[src/sv/olpfd_pkg.sv]
// Package for the ordered list block: codes, command type and engine states.
// No dependencies; every other file takes names from here by scope.
`default_nettype none

package olpfd_pkg;

    localparam int MAX_ENTRIES = 16;
    localparam int VALUE_W     = 32;
    localparam int STATUS_W    = 3;
    localparam int OPCODE_W    = 2;

    // command queue between front and back, power-of-two depth
    localparam int QUEUE_DEPTH = 2;
    localparam int QUEUE_AW    = $clog2(QUEUE_DEPTH);

    localparam logic [OPCODE_W-1:0] OPC_INSERT = 2'd0;
    localparam logic [OPCODE_W-1:0] OPC_DELETE = 2'd1;
    localparam logic [OPCODE_W-1:0] OPC_LIST   = 2'd2;

    localparam logic [STATUS_W-1:0] ST_DONE      = 3'd0;
    localparam logic [STATUS_W-1:0] ST_NOT_FOUND = 3'd1;
    localparam logic [STATUS_W-1:0] ST_FULL      = 3'd2;
    localparam logic [STATUS_W-1:0] ST_ENTRY     = 3'd3;
    localparam logic [STATUS_W-1:0] ST_EMPTY     = 3'd4;

    typedef enum logic [1:0] {
        OP_INSERT,
        OP_DELETE,
        OP_LIST,
        OP_NOP
    } t_op;

    typedef struct packed {
        t_op                       op;
        logic signed [VALUE_W-1:0] value;
    } t_cmd;

    typedef enum logic [2:0] {
        S_IDLE,
        S_DEL_RD,
        S_DEL_CMP,
        S_SH_RD,
        S_SH_WR,
        S_LST_RD,
        S_LST_OUT,
        S_RSP
    } t_state;

endpackage

`default_nettype wire

[src/sv/olpfd_if.sv]
// Request and response channel interfaces of the ordered list block.
// Depends on olpfd_pkg for field widths.
`default_nettype none

interface olpfd_req_if;
    logic                                 valid;
    logic                                 ready;
    logic        [olpfd_pkg::OPCODE_W-1:0] opcode;
    logic signed [olpfd_pkg::VALUE_W-1:0]  value;

    modport source (output valid, output opcode, output value, input ready);
    modport sink   (input valid, input opcode, input value, output ready);
endinterface

interface olpfd_rsp_if;
    logic                                 valid;
    logic                                 ready;
    logic        [olpfd_pkg::STATUS_W-1:0] status;
    logic signed [olpfd_pkg::VALUE_W-1:0]  entry_value;
    logic                                 last;

    modport source (output valid, output status, output entry_value, output last,
                    input ready);
    modport sink   (input valid, input status, input entry_value, input last,
                    output ready);
endinterface

`default_nettype wire

[src/sv/olpfd_front.sv]
// Front end: takes requests, decodes the opcode into a command, holds it in a register.
// Depends on olpfd_pkg and olpfd_req_if.
`default_nettype none

module olpfd_front (
    input  wire               i_clk,
    input  wire               i_rst_n,
    olpfd_req_if.sink         i_req,
    output logic              o_cmd_valid,
    output olpfd_pkg::t_cmd   o_cmd,
    input  wire               i_cmd_ready
);

    logic            r_valid;
    olpfd_pkg::t_cmd r_cmd;
    olpfd_pkg::t_cmd n_cmd;

    assign i_req.ready = !r_valid || i_cmd_ready;
    assign o_cmd_valid = r_valid;
    assign o_cmd       = r_cmd;

    always_comb begin
        n_cmd.value = i_req.value;
        unique case (i_req.opcode)
            olpfd_pkg::OPC_INSERT: n_cmd.op = olpfd_pkg::OP_INSERT;
            olpfd_pkg::OPC_DELETE: n_cmd.op = olpfd_pkg::OP_DELETE;
            olpfd_pkg::OPC_LIST:   n_cmd.op = olpfd_pkg::OP_LIST;
            default:               n_cmd.op = olpfd_pkg::OP_NOP;
        endcase
    end

    always_ff @(posedge i_clk) begin
        if (!i_rst_n) begin
            r_valid <= 1'b0;
        end else if (i_req.ready) begin
            r_valid <= i_req.valid;
        end
    end

    always_ff @(posedge i_clk) begin
        if (i_req.valid && i_req.ready) begin
            r_cmd <= n_cmd;
        end
    end

endmodule

`default_nettype wire

[src/sv/olpfd_queue.sv]
// Short command FIFO between the front end and the list engine.
// Depends on olpfd_pkg.
`default_nettype none

module olpfd_queue (
    input  wire               i_clk,
    input  wire               i_rst_n,
    input  wire               i_push_valid,
    input  olpfd_pkg::t_cmd   i_push_cmd,
    output logic              o_push_ready,
    output logic              o_pop_valid,
    output olpfd_pkg::t_cmd   o_pop_cmd,
    input  wire               i_pop_ready
);

    olpfd_pkg::t_cmd                   r_mem [olpfd_pkg::QUEUE_DEPTH];
    logic [olpfd_pkg::QUEUE_AW-1:0]    r_wr_ptr;
    logic [olpfd_pkg::QUEUE_AW-1:0]    r_rd_ptr;
    logic [olpfd_pkg::QUEUE_AW:0]      r_count;
    logic                              push;
    logic                              pop;

    assign o_push_ready = (r_count != (olpfd_pkg::QUEUE_AW+1)'(olpfd_pkg::QUEUE_DEPTH));
    assign o_pop_valid  = (r_count != '0);
    assign o_pop_cmd    = r_mem[r_rd_ptr];
    assign push         = i_push_valid && o_push_ready;
    assign pop          = o_pop_valid && i_pop_ready;

    always_ff @(posedge i_clk) begin
        if (!i_rst_n) begin
            r_wr_ptr <= '0;
            r_rd_ptr <= '0;
            r_count  <= '0;
        end else begin
            if (push) begin
                r_wr_ptr <= r_wr_ptr + 1'b1;
            end
            if (pop) begin
                r_rd_ptr <= r_rd_ptr + 1'b1;
            end
            if (push && !pop) begin
                r_count <= r_count + 1'b1;
            end else if (pop && !push) begin
                r_count <= r_count - 1'b1;
            end
        end
    end

    always_ff @(posedge i_clk) begin
        if (push) begin
            r_mem[r_wr_ptr] <= i_push_cmd;
        end
    end

endmodule

`default_nettype wire

[src/sv/olpfd_back.sv]
// List engine: entry memory, search/compaction/listing sequencer and result register.
// Depends on olpfd_pkg and olpfd_rsp_if.
`default_nettype none

module olpfd_back #(
    parameter int MAX_ENTRIES = olpfd_pkg::MAX_ENTRIES
) (
    input  wire               i_clk,
    input  wire               i_rst_n,
    input  wire               i_cmd_valid,
    input  olpfd_pkg::t_cmd   i_cmd,
    output logic              o_cmd_ready,
    olpfd_rsp_if.source       o_rsp
);

    localparam int AW = (MAX_ENTRIES > 1) ? $clog2(MAX_ENTRIES) : 1;
    localparam int CW = $clog2(MAX_ENTRIES + 1);
    localparam int VW = olpfd_pkg::VALUE_W;
    localparam int SW = olpfd_pkg::STATUS_W;

    // slot 0 is the back of the list, slot count-1 the front
    logic signed [VW-1:0]  r_mem [MAX_ENTRIES];
    logic signed [VW-1:0]  r_rd_data;

    olpfd_pkg::t_state     r_state;
    olpfd_pkg::t_state     n_state;
    logic [CW-1:0]         r_count;
    logic [CW-1:0]         n_count;
    logic [CW-1:0]         r_idx;
    logic [CW-1:0]         n_idx;
    logic signed [VW-1:0]  r_value;
    logic signed [VW-1:0]  n_value;
    logic [SW-1:0]         r_status;
    logic [SW-1:0]         n_status;

    logic                  r_out_valid;
    logic [SW-1:0]         r_out_status;
    logic signed [VW-1:0]  r_out_value;
    logic                  r_out_last;

    logic                  rd_en;
    logic [AW-1:0]         rd_addr;
    logic                  wr_en;
    logic [AW-1:0]         wr_addr;
    logic signed [VW-1:0]  wr_data;
    logic                  out_load;
    logic [SW-1:0]         out_status;
    logic signed [VW-1:0]  out_value;
    logic                  out_last;

    logic                  slot_free;
    logic                  take_cmd;
    logic                  is_full;
    logic                  is_empty;
    logic                  match;
    logic                  at_back;
    logic                  pos_is_front;
    logic                  shift_done;

    assign slot_free    = !r_out_valid || o_rsp.ready;
    assign o_cmd_ready  = (r_state == olpfd_pkg::S_IDLE);
    assign take_cmd     = i_cmd_valid && o_cmd_ready;
    assign is_full      = (r_count == CW'(MAX_ENTRIES));
    assign is_empty     = (r_count == '0);
    assign match        = (r_rd_data == r_value);
    assign at_back      = (r_idx == '0);
    assign pos_is_front = ((r_idx + 1'b1) == r_count);
    assign shift_done   = ((r_idx + CW'(2)) == r_count);

    assign o_rsp.valid       = r_out_valid;
    assign o_rsp.status      = r_out_status;
    assign o_rsp.entry_value = r_out_value;
    assign o_rsp.last        = r_out_last;

    // next state
    always_comb begin
        n_state = r_state;
        unique case (r_state)
            olpfd_pkg::S_IDLE: begin
                if (take_cmd) begin
                    case (i_cmd.op)
                        olpfd_pkg::OP_DELETE:
                            n_state = is_empty ? olpfd_pkg::S_RSP : olpfd_pkg::S_DEL_RD;
                        olpfd_pkg::OP_LIST:
                            n_state = is_empty ? olpfd_pkg::S_RSP : olpfd_pkg::S_LST_RD;
                        default:
                            n_state = olpfd_pkg::S_RSP;
                    endcase
                end
            end
            olpfd_pkg::S_DEL_RD:  n_state = olpfd_pkg::S_DEL_CMP;
            olpfd_pkg::S_DEL_CMP: begin
                if (match) begin
                    n_state = pos_is_front ? olpfd_pkg::S_RSP : olpfd_pkg::S_SH_RD;
                end else begin
                    n_state = at_back ? olpfd_pkg::S_RSP : olpfd_pkg::S_DEL_RD;
                end
            end
            olpfd_pkg::S_SH_RD:   n_state = olpfd_pkg::S_SH_WR;
            olpfd_pkg::S_SH_WR:
                n_state = shift_done ? olpfd_pkg::S_RSP : olpfd_pkg::S_SH_RD;
            olpfd_pkg::S_LST_RD:  n_state = olpfd_pkg::S_LST_OUT;
            olpfd_pkg::S_LST_OUT: begin
                if (slot_free) begin
                    n_state = at_back ? olpfd_pkg::S_IDLE : olpfd_pkg::S_LST_RD;
                end
            end
            olpfd_pkg::S_RSP: begin
                if (slot_free) begin
                    n_state = olpfd_pkg::S_IDLE;
                end
            end
            default: n_state = olpfd_pkg::S_IDLE;
        endcase
    end

    // datapath controls
    always_comb begin
        n_count    = r_count;
        n_idx      = r_idx;
        n_value    = r_value;
        n_status   = r_status;
        rd_en      = 1'b0;
        rd_addr    = r_idx[AW-1:0];
        wr_en      = 1'b0;
        wr_addr    = r_idx[AW-1:0];
        wr_data    = r_rd_data;
        out_load   = 1'b0;
        out_status = r_status;
        out_value  = '0;
        out_last   = 1'b1;
        unique case (r_state)
            olpfd_pkg::S_IDLE: begin
                if (take_cmd) begin
                    n_value = i_cmd.value;
                    n_idx   = r_count - 1'b1;
                    case (i_cmd.op)
                        olpfd_pkg::OP_INSERT: begin
                            if (is_full) begin
                                n_status = olpfd_pkg::ST_FULL;
                            end else begin
                                wr_en    = 1'b1;
                                wr_addr  = r_count[AW-1:0];
                                wr_data  = i_cmd.value;
                                n_count  = r_count + 1'b1;
                                n_status = olpfd_pkg::ST_DONE;
                            end
                        end
                        olpfd_pkg::OP_DELETE: n_status = olpfd_pkg::ST_NOT_FOUND;
                        olpfd_pkg::OP_LIST:   n_status = olpfd_pkg::ST_EMPTY;
                        default:              n_status = olpfd_pkg::ST_DONE;
                    endcase
                end
            end
            olpfd_pkg::S_DEL_RD: begin
                rd_en = 1'b1;
            end
            olpfd_pkg::S_DEL_CMP: begin
                if (match) begin
                    n_status = olpfd_pkg::ST_DONE;
                    if (pos_is_front) begin
                        n_count = r_count - 1'b1;
                    end
                end else if (!at_back) begin
                    n_idx = r_idx - 1'b1;
                end
            end
            olpfd_pkg::S_SH_RD: begin
                rd_en   = 1'b1;
                rd_addr = AW'(r_idx + 1'b1);
            end
            olpfd_pkg::S_SH_WR: begin
                wr_en = 1'b1;
                n_idx = r_idx + 1'b1;
                if (shift_done) begin
                    n_count = r_count - 1'b1;
                end
            end
            olpfd_pkg::S_LST_RD: begin
                rd_en = 1'b1;
            end
            olpfd_pkg::S_LST_OUT: begin
                if (slot_free) begin
                    out_load   = 1'b1;
                    out_status = olpfd_pkg::ST_ENTRY;
                    out_value  = r_rd_data;
                    out_last   = at_back;
                    if (!at_back) begin
                        n_idx = r_idx - 1'b1;
                    end
                end
            end
            olpfd_pkg::S_RSP: begin
                out_load = slot_free;
            end
            default: ;
        endcase
    end

    always_ff @(posedge i_clk) begin
        if (!i_rst_n) begin
            r_state     <= olpfd_pkg::S_IDLE;
            r_count     <= '0;
            r_out_valid <= 1'b0;
        end else begin
            r_state <= n_state;
            r_count <= n_count;
            if (out_load) begin
                r_out_valid <= 1'b1;
            end else if (o_rsp.ready) begin
                r_out_valid <= 1'b0;
            end
        end
    end

    always_ff @(posedge i_clk) begin
        r_idx    <= n_idx;
        r_value  <= n_value;
        r_status <= n_status;
        if (out_load) begin
            r_out_status <= out_status;
            r_out_value  <= out_value;
            r_out_last   <= out_last;
        end
    end

    always_ff @(posedge i_clk) begin
        if (wr_en) begin
            r_mem[wr_addr] <= wr_data;
        end
        if (rd_en) begin
            r_rd_data <= r_mem[rd_addr];
        end
    end

endmodule

`default_nettype wire

[src/sv/ordered_list_push_front_delete.sv]
// Top level of the ordered list block: front end, command queue, list engine.
// Depends on olpfd_pkg, olpfd_if, olpfd_front, olpfd_queue, olpfd_back.
//
//  Channel  Dir  Fields                          Request accepted when
//  i_req    in   opcode[1:0], value[31:0]        i_req.valid && i_req.ready
//  o_rsp    out  status[2:0], entry_value[31:0], o_rsp.valid && o_rsp.ready
//                last
//
// Insert, no-op and empty-list requests: front register, queue, then the result load.
// Delete reads and compares each entry scanned from the front, then reads and writes each
// entry shifted behind the match; the read of the entry memory is registered.
// List: each entry emitted takes a memory read and a result load, held while o_rsp stalls.
// Reset is synchronous, active low; entry memory contents are not cleared.
// Front register and 2-deep queue keep accepting while the engine works or o_rsp stalls, until full.
`default_nettype none

module ordered_list_push_front_delete #(
    parameter int MAX_ENTRIES = olpfd_pkg::MAX_ENTRIES
) (
    input  wire          i_clk,
    input  wire          i_rst_n,
    olpfd_req_if.sink    i_req,
    olpfd_rsp_if.source  o_rsp
);

    logic            front_valid;
    olpfd_pkg::t_cmd front_cmd;
    logic            front_ready;
    logic            queue_valid;
    olpfd_pkg::t_cmd queue_cmd;
    logic            queue_ready;

    olpfd_front u_front (
        .i_clk       (i_clk),
        .i_rst_n     (i_rst_n),
        .i_req       (i_req),
        .o_cmd_valid (front_valid),
        .o_cmd       (front_cmd),
        .i_cmd_ready (front_ready)
    );

    olpfd_queue u_queue (
        .i_clk        (i_clk),
        .i_rst_n      (i_rst_n),
        .i_push_valid (front_valid),
        .i_push_cmd   (front_cmd),
        .o_push_ready (front_ready),
        .o_pop_valid  (queue_valid),
        .o_pop_cmd    (queue_cmd),
        .i_pop_ready  (queue_ready)
    );

    olpfd_back #(
        .MAX_ENTRIES (MAX_ENTRIES)
    ) u_back (
        .i_clk       (i_clk),
        .i_rst_n     (i_rst_n),
        .i_cmd_valid (queue_valid),
        .i_cmd       (queue_cmd),
        .o_cmd_ready (queue_ready),
        .o_rsp       (o_rsp)
    );

endmodule

`default_nettype wire

[src/flat_wrapper.sv]
// flat-port wrapper written by rule: the top's interface ports become plain ports
module ordered_list_push_front_delete_flat 
#(
    parameter int MAX_ENTRIES = olpfd_pkg::MAX_ENTRIES
)
  (i_clk, i_rst_n, i_req_valid, i_req_opcode, i_req_value, i_req_ready, o_rsp_valid, o_rsp_status, o_rsp_entry_value, o_rsp_last, o_rsp_ready);
  olpfd_req_if i_req_i ();
  olpfd_rsp_if o_rsp_i ();
  input  wire i_clk;
  input  wire i_rst_n;
  input wire logic [$bits(i_req_i.valid)-1:0] i_req_valid;
  input wire logic [$bits(i_req_i.opcode)-1:0] i_req_opcode;
  input wire logic [$bits(i_req_i.value)-1:0] i_req_value;
  output wire logic [$bits(i_req_i.ready)-1:0] i_req_ready;
  output wire logic [$bits(o_rsp_i.valid)-1:0] o_rsp_valid;
  output wire logic [$bits(o_rsp_i.status)-1:0] o_rsp_status;
  output wire logic [$bits(o_rsp_i.entry_value)-1:0] o_rsp_entry_value;
  output wire logic [$bits(o_rsp_i.last)-1:0] o_rsp_last;
  input wire logic [$bits(o_rsp_i.ready)-1:0] o_rsp_ready;
  assign i_req_i.valid = i_req_valid;
  assign i_req_i.opcode = i_req_opcode;
  assign i_req_i.value = i_req_value;
  assign i_req_ready = i_req_i.ready;
  assign o_rsp_valid = o_rsp_i.valid;
  assign o_rsp_status = o_rsp_i.status;
  assign o_rsp_entry_value = o_rsp_i.entry_value;
  assign o_rsp_last = o_rsp_i.last;
  assign o_rsp_i.ready = o_rsp_ready;
  ordered_list_push_front_delete #(.MAX_ENTRIES(MAX_ENTRIES)) u_core (.i_clk(i_clk), .i_rst_n(i_rst_n), .i_req(i_req_i), .o_rsp(o_rsp_i));
endmodule
[config.mk]
export PLATFORM = sky130hd
export DESIGN_NAME = ordered_list_push_front_delete_flat
export DESIGN_NICKNAME = d
export VERILOG_FILES = /design/src/sv/olpfd_pkg.sv /design/src/sv/olpfd_if.sv /design/src/sv/olpfd_front.sv /design/src/sv/olpfd_queue.sv /design/src/sv/olpfd_back.sv /design/src/sv/ordered_list_push_front_delete.sv /design/src/flat_wrapper.sv
export SDC_FILE = /design/constraint.sdc
export NUM_CORES = 1
export LEC_CHECK = 0
export ABC_AREA = 1
export BUFFER_PORTS_ARGS = -buffer_cell sky130_fd_sc_hd__buf_2
export CORE_MARGIN = 2
export CORE_UTILIZATION = 62
export CTS_CLUSTER_DIAMETER = 40
export DETAILED_ROUTE_END_ITERATION = 10
export PLACE_DENSITY = 0.77
export SYNTH_ARGS = -nofsm -noshare
export SYNTH_HDL_FRONTEND = slang
export SYNTH_SLANG_ARGS = --single-unit
[constraint.sdc]
create_clock -name i_clk -period 4.9 [get_ports i_clk]
set_clock_uncertainty 0.05 [all_clocks]
set_input_delay 0.245 -clock i_clk [delete_from_list [all_inputs] [get_ports i_clk]]
set_output_delay 0.245 -clock i_clk [all_outputs]
set_load 0.02 [all_outputs]
Word-level counts from Yosys, hierarchy flattened

Memory sizes are Yosys's and may differ from the RTL's. A register that Yosys moved wholly into a read port is not among the register bits.
Cells that the tools add are included.

Memories: 2
Output and inout port bits: 38
Word-level logic and storage cells: 138
Bits of input ports: 38
ROM bits: 0
Latch bits: 0
Register bits: 124
RAM bits: 580

Multiply operators: 0
Multiplexer cells: 58
Reductions and logical operators: 29
$lt $le $gt $ge: 0
Add/subtract/negate cells: 9
Equality and inequality tests: 25
Bitwise operators: 0
Shift-type cells: 0
Divide/modulo/power cells: 0

Memory list:

| memory               | depth | width | rd ports | clocked after Yosys merged registers in | write ports | RTL line          | RTL |
|---|---|---|---|---|---|---|---|
| u_core.u_back.r_mem  | 16    | 32    | 1        | 1                                       | 1           | olpfd_back.sv:22  | `logic signed [VW-1:0] r_mem [MAX_ENTRIES];` |
| u_core.u_queue.r_mem | 2     | 34    | 1        | 1                                       | 1           | olpfd_queue.sv:16 | `olpfd_pkg::t_cmd r_mem [olpfd_pkg::QUEUE_DEPTH];` |

Operators with widths:

| cell                | count |
|---|---|
| $mux 32             | 4 |
| $mux 5              | 10 |
| $mux 3              | 13 |
| $eq 32x32->1        | 1 |
| $pmux 3 s8          | 1 |
| $mux 4              | 5 |
| $pmux 5 s4          | 1 |
| $ne 2x2->1 const B  | 9 |
| $pmux 5 s3          | 1 |
| $mux 1              | 13 |
| $eq 3x3->1 const B  | 4 |
| $pmux 3 s2          | 2 |
| $add 5x1->5 const B | 2 |
| $eq 5x5->1          | 2 |
| $logic_not 5->1     | 2 |
| $sub 5x1->5 const B | 2 |
| $pmux 3 s3          | 1 |
| $mux 2              | 4 |
| $reduce_bool 2->1   | 4 |
| $reduce_and 7->1    | 1 |
| $eq 3x2->1 const B  | 2 |
| $pmux 2 s3          | 1 |
| $reduce_and 3->1    | 2 |
| $add 5x2->5 const B | 1 |
| other kinds (19)    | 33 |

Longest topological paths before layout

Depth after elaboration: 7
Mapped depth: 14
Mapped depth without buffers: 13

By module

From an unflattened synthesis, not the netlist that was laid out.

Cell total of the unflattened synthesis: 2171
Area, all modules: 29401.9 um^2

By module, submodules not included:

| module      | area an instance (um^2) | cells an instance | sequential area each (um^2) | times used |
|---|---|---|---|---|
| olpfd_back  | 25473.2                 | 1985              | 18798.0                     | 1 |
| olpfd_queue | 2849.0                  | 143               | 2142.1                      | 1 |
| olpfd_front | 1079.8                  | 43                | 1041.0                      | 1 |

Least setup slack after synthesis

Ideal clock, no wire load.

Kind: flip-flop to flip-flop
Start point: register u_core.u_back.r_state[0]
End point: memory u_core.u_back.r_mem[10][0] in the netlist's numbering, enable pin
Stages on the path, launching flop included: 12
Path buffers: 0
Arrival: 3430 ps
Setup time: 421 ps
Slack: 999 ps
Required time: 4429 ps
Path through: dfxtp_1 -> nor2_1 -> inv_2 -> nor2_2 -> inv_2 -> a21oi_4 -> nand2_4 -> o21ai_2 -> inv_1 -> nor2_1 -> nand2_1 -> nor2_1

Cells in the longest elaborated chain, start to end: 6
Elaborated cells on any way between the ends: 9

Ends and longest elaborated chain:

| what                         | RTL line                            | RTL |
|---|---|---|
| from (decl)                  | olpfd_back.sv:25                    | `olpfd_pkg::t_state r_state;` |
| from (signal assigned)       | olpfd_back.sv:202                   | `r_state <= olpfd_pkg::S_IDLE;` |
| from (signal assigned)       | olpfd_back.sv:206                   | `r_state <= n_state;` |
| $logic_not 3->1              | olpfd_back.sv:61, olpfd_back.sv:132 |  |
| $logic_and 1x1->1            | olpfd_back.sv:62                    | `assign take_cmd = i_cmd_valid && o_cmd_ready;` |
| $mux 1                       | olpfd_back.sv:134                   | `if (take_cmd) begin` |
| $pmux 1 s2                   | olpfd_back.sv:132                   | `unique case (r_state)` |
| $mux 1                       | olpfd_back.sv:228                   | `if (wr_en) begin` |
| $mux 1 (implied by the code) | olpfd_back.sv:229                   | `r_mem[wr_addr] <= wr_data;` |
| to (decl)                    | olpfd_back.sv:22                    |  |

Several ways; a longest one is shown, not always the timed one.

==> impl_metrics.ini <==
[run_status]
outcome = completed

[global_routing]
grt_pass1_wl_mm = 109
grt_pass1_vias = 18800
grt_max_degree = 166
antenna_found_initial = 0
grt.overflow.total = 0
grt_use_total_pct = 29.5

[sta]
relSlewSlack_pct = 8.33
setup_viol = 0
post-route-period-util_pct = 74.5
rsz0062_at_grt = false
final-hold-violation-count = 0
final-max-slew-violation-count = 0
final.setup.tns_ns = 0
max_freq_mhz = 274
layout_min_cycle_time_ns = 3.65
tightestPinTransition_ns = 1.38

[die]
die_area_um2 = 48900
start_util_pct = 62.8
fp-row-count = 79
io_pins = 76
dieWidth_um = 221
core_area_um2 = 46600
dieHeight_um = 221

[finish]
antennaDiodeCount = 0
multi_input_area_um2 = 6540
layout-drive-gt1-share_pct = 14.6
syn2layout_area_growth_pct = 15.0
nNetsFinal = 2347
regArea_um2 = 22000
fillers = 2771
finalCoreUtilization_pct = 72.2
layout_common_cells = 722 x edfxtp_1, 352 x nor2_1, 262 x o21ai_0, 181 x nand2_1, 84 x clkbuf_16
layout_commonest_cell = edfxtp_1

[logic_synthesis]
yosysSeqAreaShare_pct = 75.1
synth_edf_count = 722
synth_warnings = 0
synth_seq_cells = 737
synth_cell_types = 39
avgSynthCellArea_um2 = 13.6
synth_flop_cell = edfxtp_1
netlist_instances = 2156
syn-num-nets = 2208
async_flop_share_pct = 0
synth_area_um2 = 29300

[power]
ir_drop_uv = 565
power_leakage_uw = 0.0114
powerDensity_nw_per_um2 = 677

[place]
io_buffer_count = 75
hpwl_mm = 39.8
gp_congestion = 0.916

[routing]
drt_iter0_drc = 2787
antenna_left = 0
wl_met3_mm = 7.32
vias_per_cell = 6.38
via_count = 18900
drc = 0
highest_layer = met4
wl_met1_mm = 26.5
met2WireLength_mm = 35.8
drt_wl_total_mm = 72.9
first_pass_iters = 7
avgRoutedWirePerCell_um = 24.6

[hold_path]
hold-path-endpoint = u_core.u_front.o_cmd[8]
min-delay-start = i_req_value[8]
hold-path-cell-count = 2
hold_class = primary input to flip-flop

[setup_path]
crit_type = flip-flop to flip-flop
r2r_slack_ns = 1.25
arrival_ns = 3.92
cp-start-kind = flip-flop
r2r-end = u_core.u_back.r_mem[3][11]
worstRegToRegCells = 13
worst_ep_required_time_ns = 5.17
cp_max_fo = 33
end_kind = flip-flop

[clock_tree]
clockBufferDepth = 3
htreeDepth = 3
ctsResizeCount = 0
numCtsBuffers = 82
cts_tree = done
clk_latency_ns = 0.63
root_buffer = clkbuf_16
clkTransAtPathRegs_ns = 0.06
clock_sinks = 737

[job]
maxCapViolCount = 0
-- per-layer routing --
metal	up-vias	track usage, %
met5	-	0
met4	0	14.2
met3	229	5.27
met2	1240	48.3
met1	9253	38.5
li1	8209	-
-- registers in the layout (all words and copies together), names as in the netlist, 5 cells and up, named ones only --
signal,cells
u_core.u_front.o_cmd,34
u_core.u_back.r_idx,5
u_core.u_back.o_rsp.entry_value,32
u_core.u_back.r_value,32
u_core.u_back.r_count,5
u_core.u_back.r_mem,512
u_core.u_queue.r_mem,68
u_core.u_back.r_rd_data,32
-- worst max-delay path by stage --
stage,end
after floorplan,u_core.u_back.r_mem[10][0]
after global placement,u_core.u_back.r_mem[2][15]
after detailed placement,u_core.u_back.r_mem[2][18]
after CTS,u_core.u_back.r_mem[2][5]
after global routing,u_core.u_back.r_mem[2][5]
final,u_core.u_back.r_mem[3][11]
-- cell usage after synthesis, types with 15 or more instances --
master | number | area share [%]
edfxtp_1 | 722 | 74
nor2_1 | 372 | 4.8
o21ai_0 | 262 | 4.5
nand2_1 | 181 | 2.3
inv_1 | 83 | 1.1
o211ai_1 | 74 | 1.9
buf_2 | 72 | 1.2
o221ai_1 | 58 | 1.7
nand3_1 | 47 | 0.80
o21ai_1 | 40 | 0.68
clkbuf_1 | 37 | 0.47
o22ai_1 | 37 | 0.79
mux2_2 | 32 | 1.2
xnor2_1 | 26 | 0.78
a21oi_1 | 19 | 0.33
dfxtp_1 | 15 | 1.0
-- what timing repair did --
action	4_1_cts	5_1_grt
hold buffers	37	0
buffers inserted	0	0
hold endpoints to repair	45	0
endpoints found under the setup margin	0	0
-- through the flow --
stage / instances / hold slack (ns) / instance area, um2 / setup slack, ns / power [uW]
floorplan: 2156 / 0.294 / 29300 / 0.999 / 14000
global placement: 2781 / 0.372 / 30600 / 1.43 / 16400
detailed placement: 2781 / 0.373 / 30600 / 1.37 / 16700
CTS: 2967 / 0.259 / 33600 / 1.30 / 22600
global route: 2967 / 0.268 / 33600 / 1.03 / 23700
finish: 2967 / 0.273 / 33600 / 1.25 / 22800
-- logic make-up after synthesis --
logic type,Yosys count,share of synthesized area (%)
buffers and inverters,215,3.19
DFF,737,75.1
adders and majority gates,14,0.599
and+or+nand+nor,613,8.23
muxes,32,1.23
AOI/OAI and AO/OA,503,10.3
xor gates and xnor gates,42,1.31
-- critical path, cell delays in order (launching register included) --
cell	delay, ns
dfxtp_1	0.38
buf_4	0.43
nand2_1	0.13
o21ai_0	0.18
ha_1	0.25
nand2_1	0.08
inv_1	0.10
nand2_4	0.12
nand2_1	0.11
o21ai_2	0.07
nor2_1	0.13
nand2_1	0.25
nor2_4	0.72
buf_4	0.33
-- layout make-up --
class | instances | area share (%)
Sequential cell | 737 | 65.4
Tap cell | 607 | 2.26
Clock buffer | 92 | 6.34
Timing Repair Buffer | 179 | 4.05
Clock inverter | 57 | 1.51
Inverter | 91 | 1.03
Multi-Input combinational cell | 1204 | 19.5
-- where the power goes --
group          leakage (uW)  internal, uW  switching, uW  total, uW
registers           0.00670          8580            422       9010
clock network       0.00128          3400           2540       5940
logic               0.00345          2200           5630       7830
total                0.0114         14200           8590      22800
No activity file was read; power rests on OpenSTA's default activity.
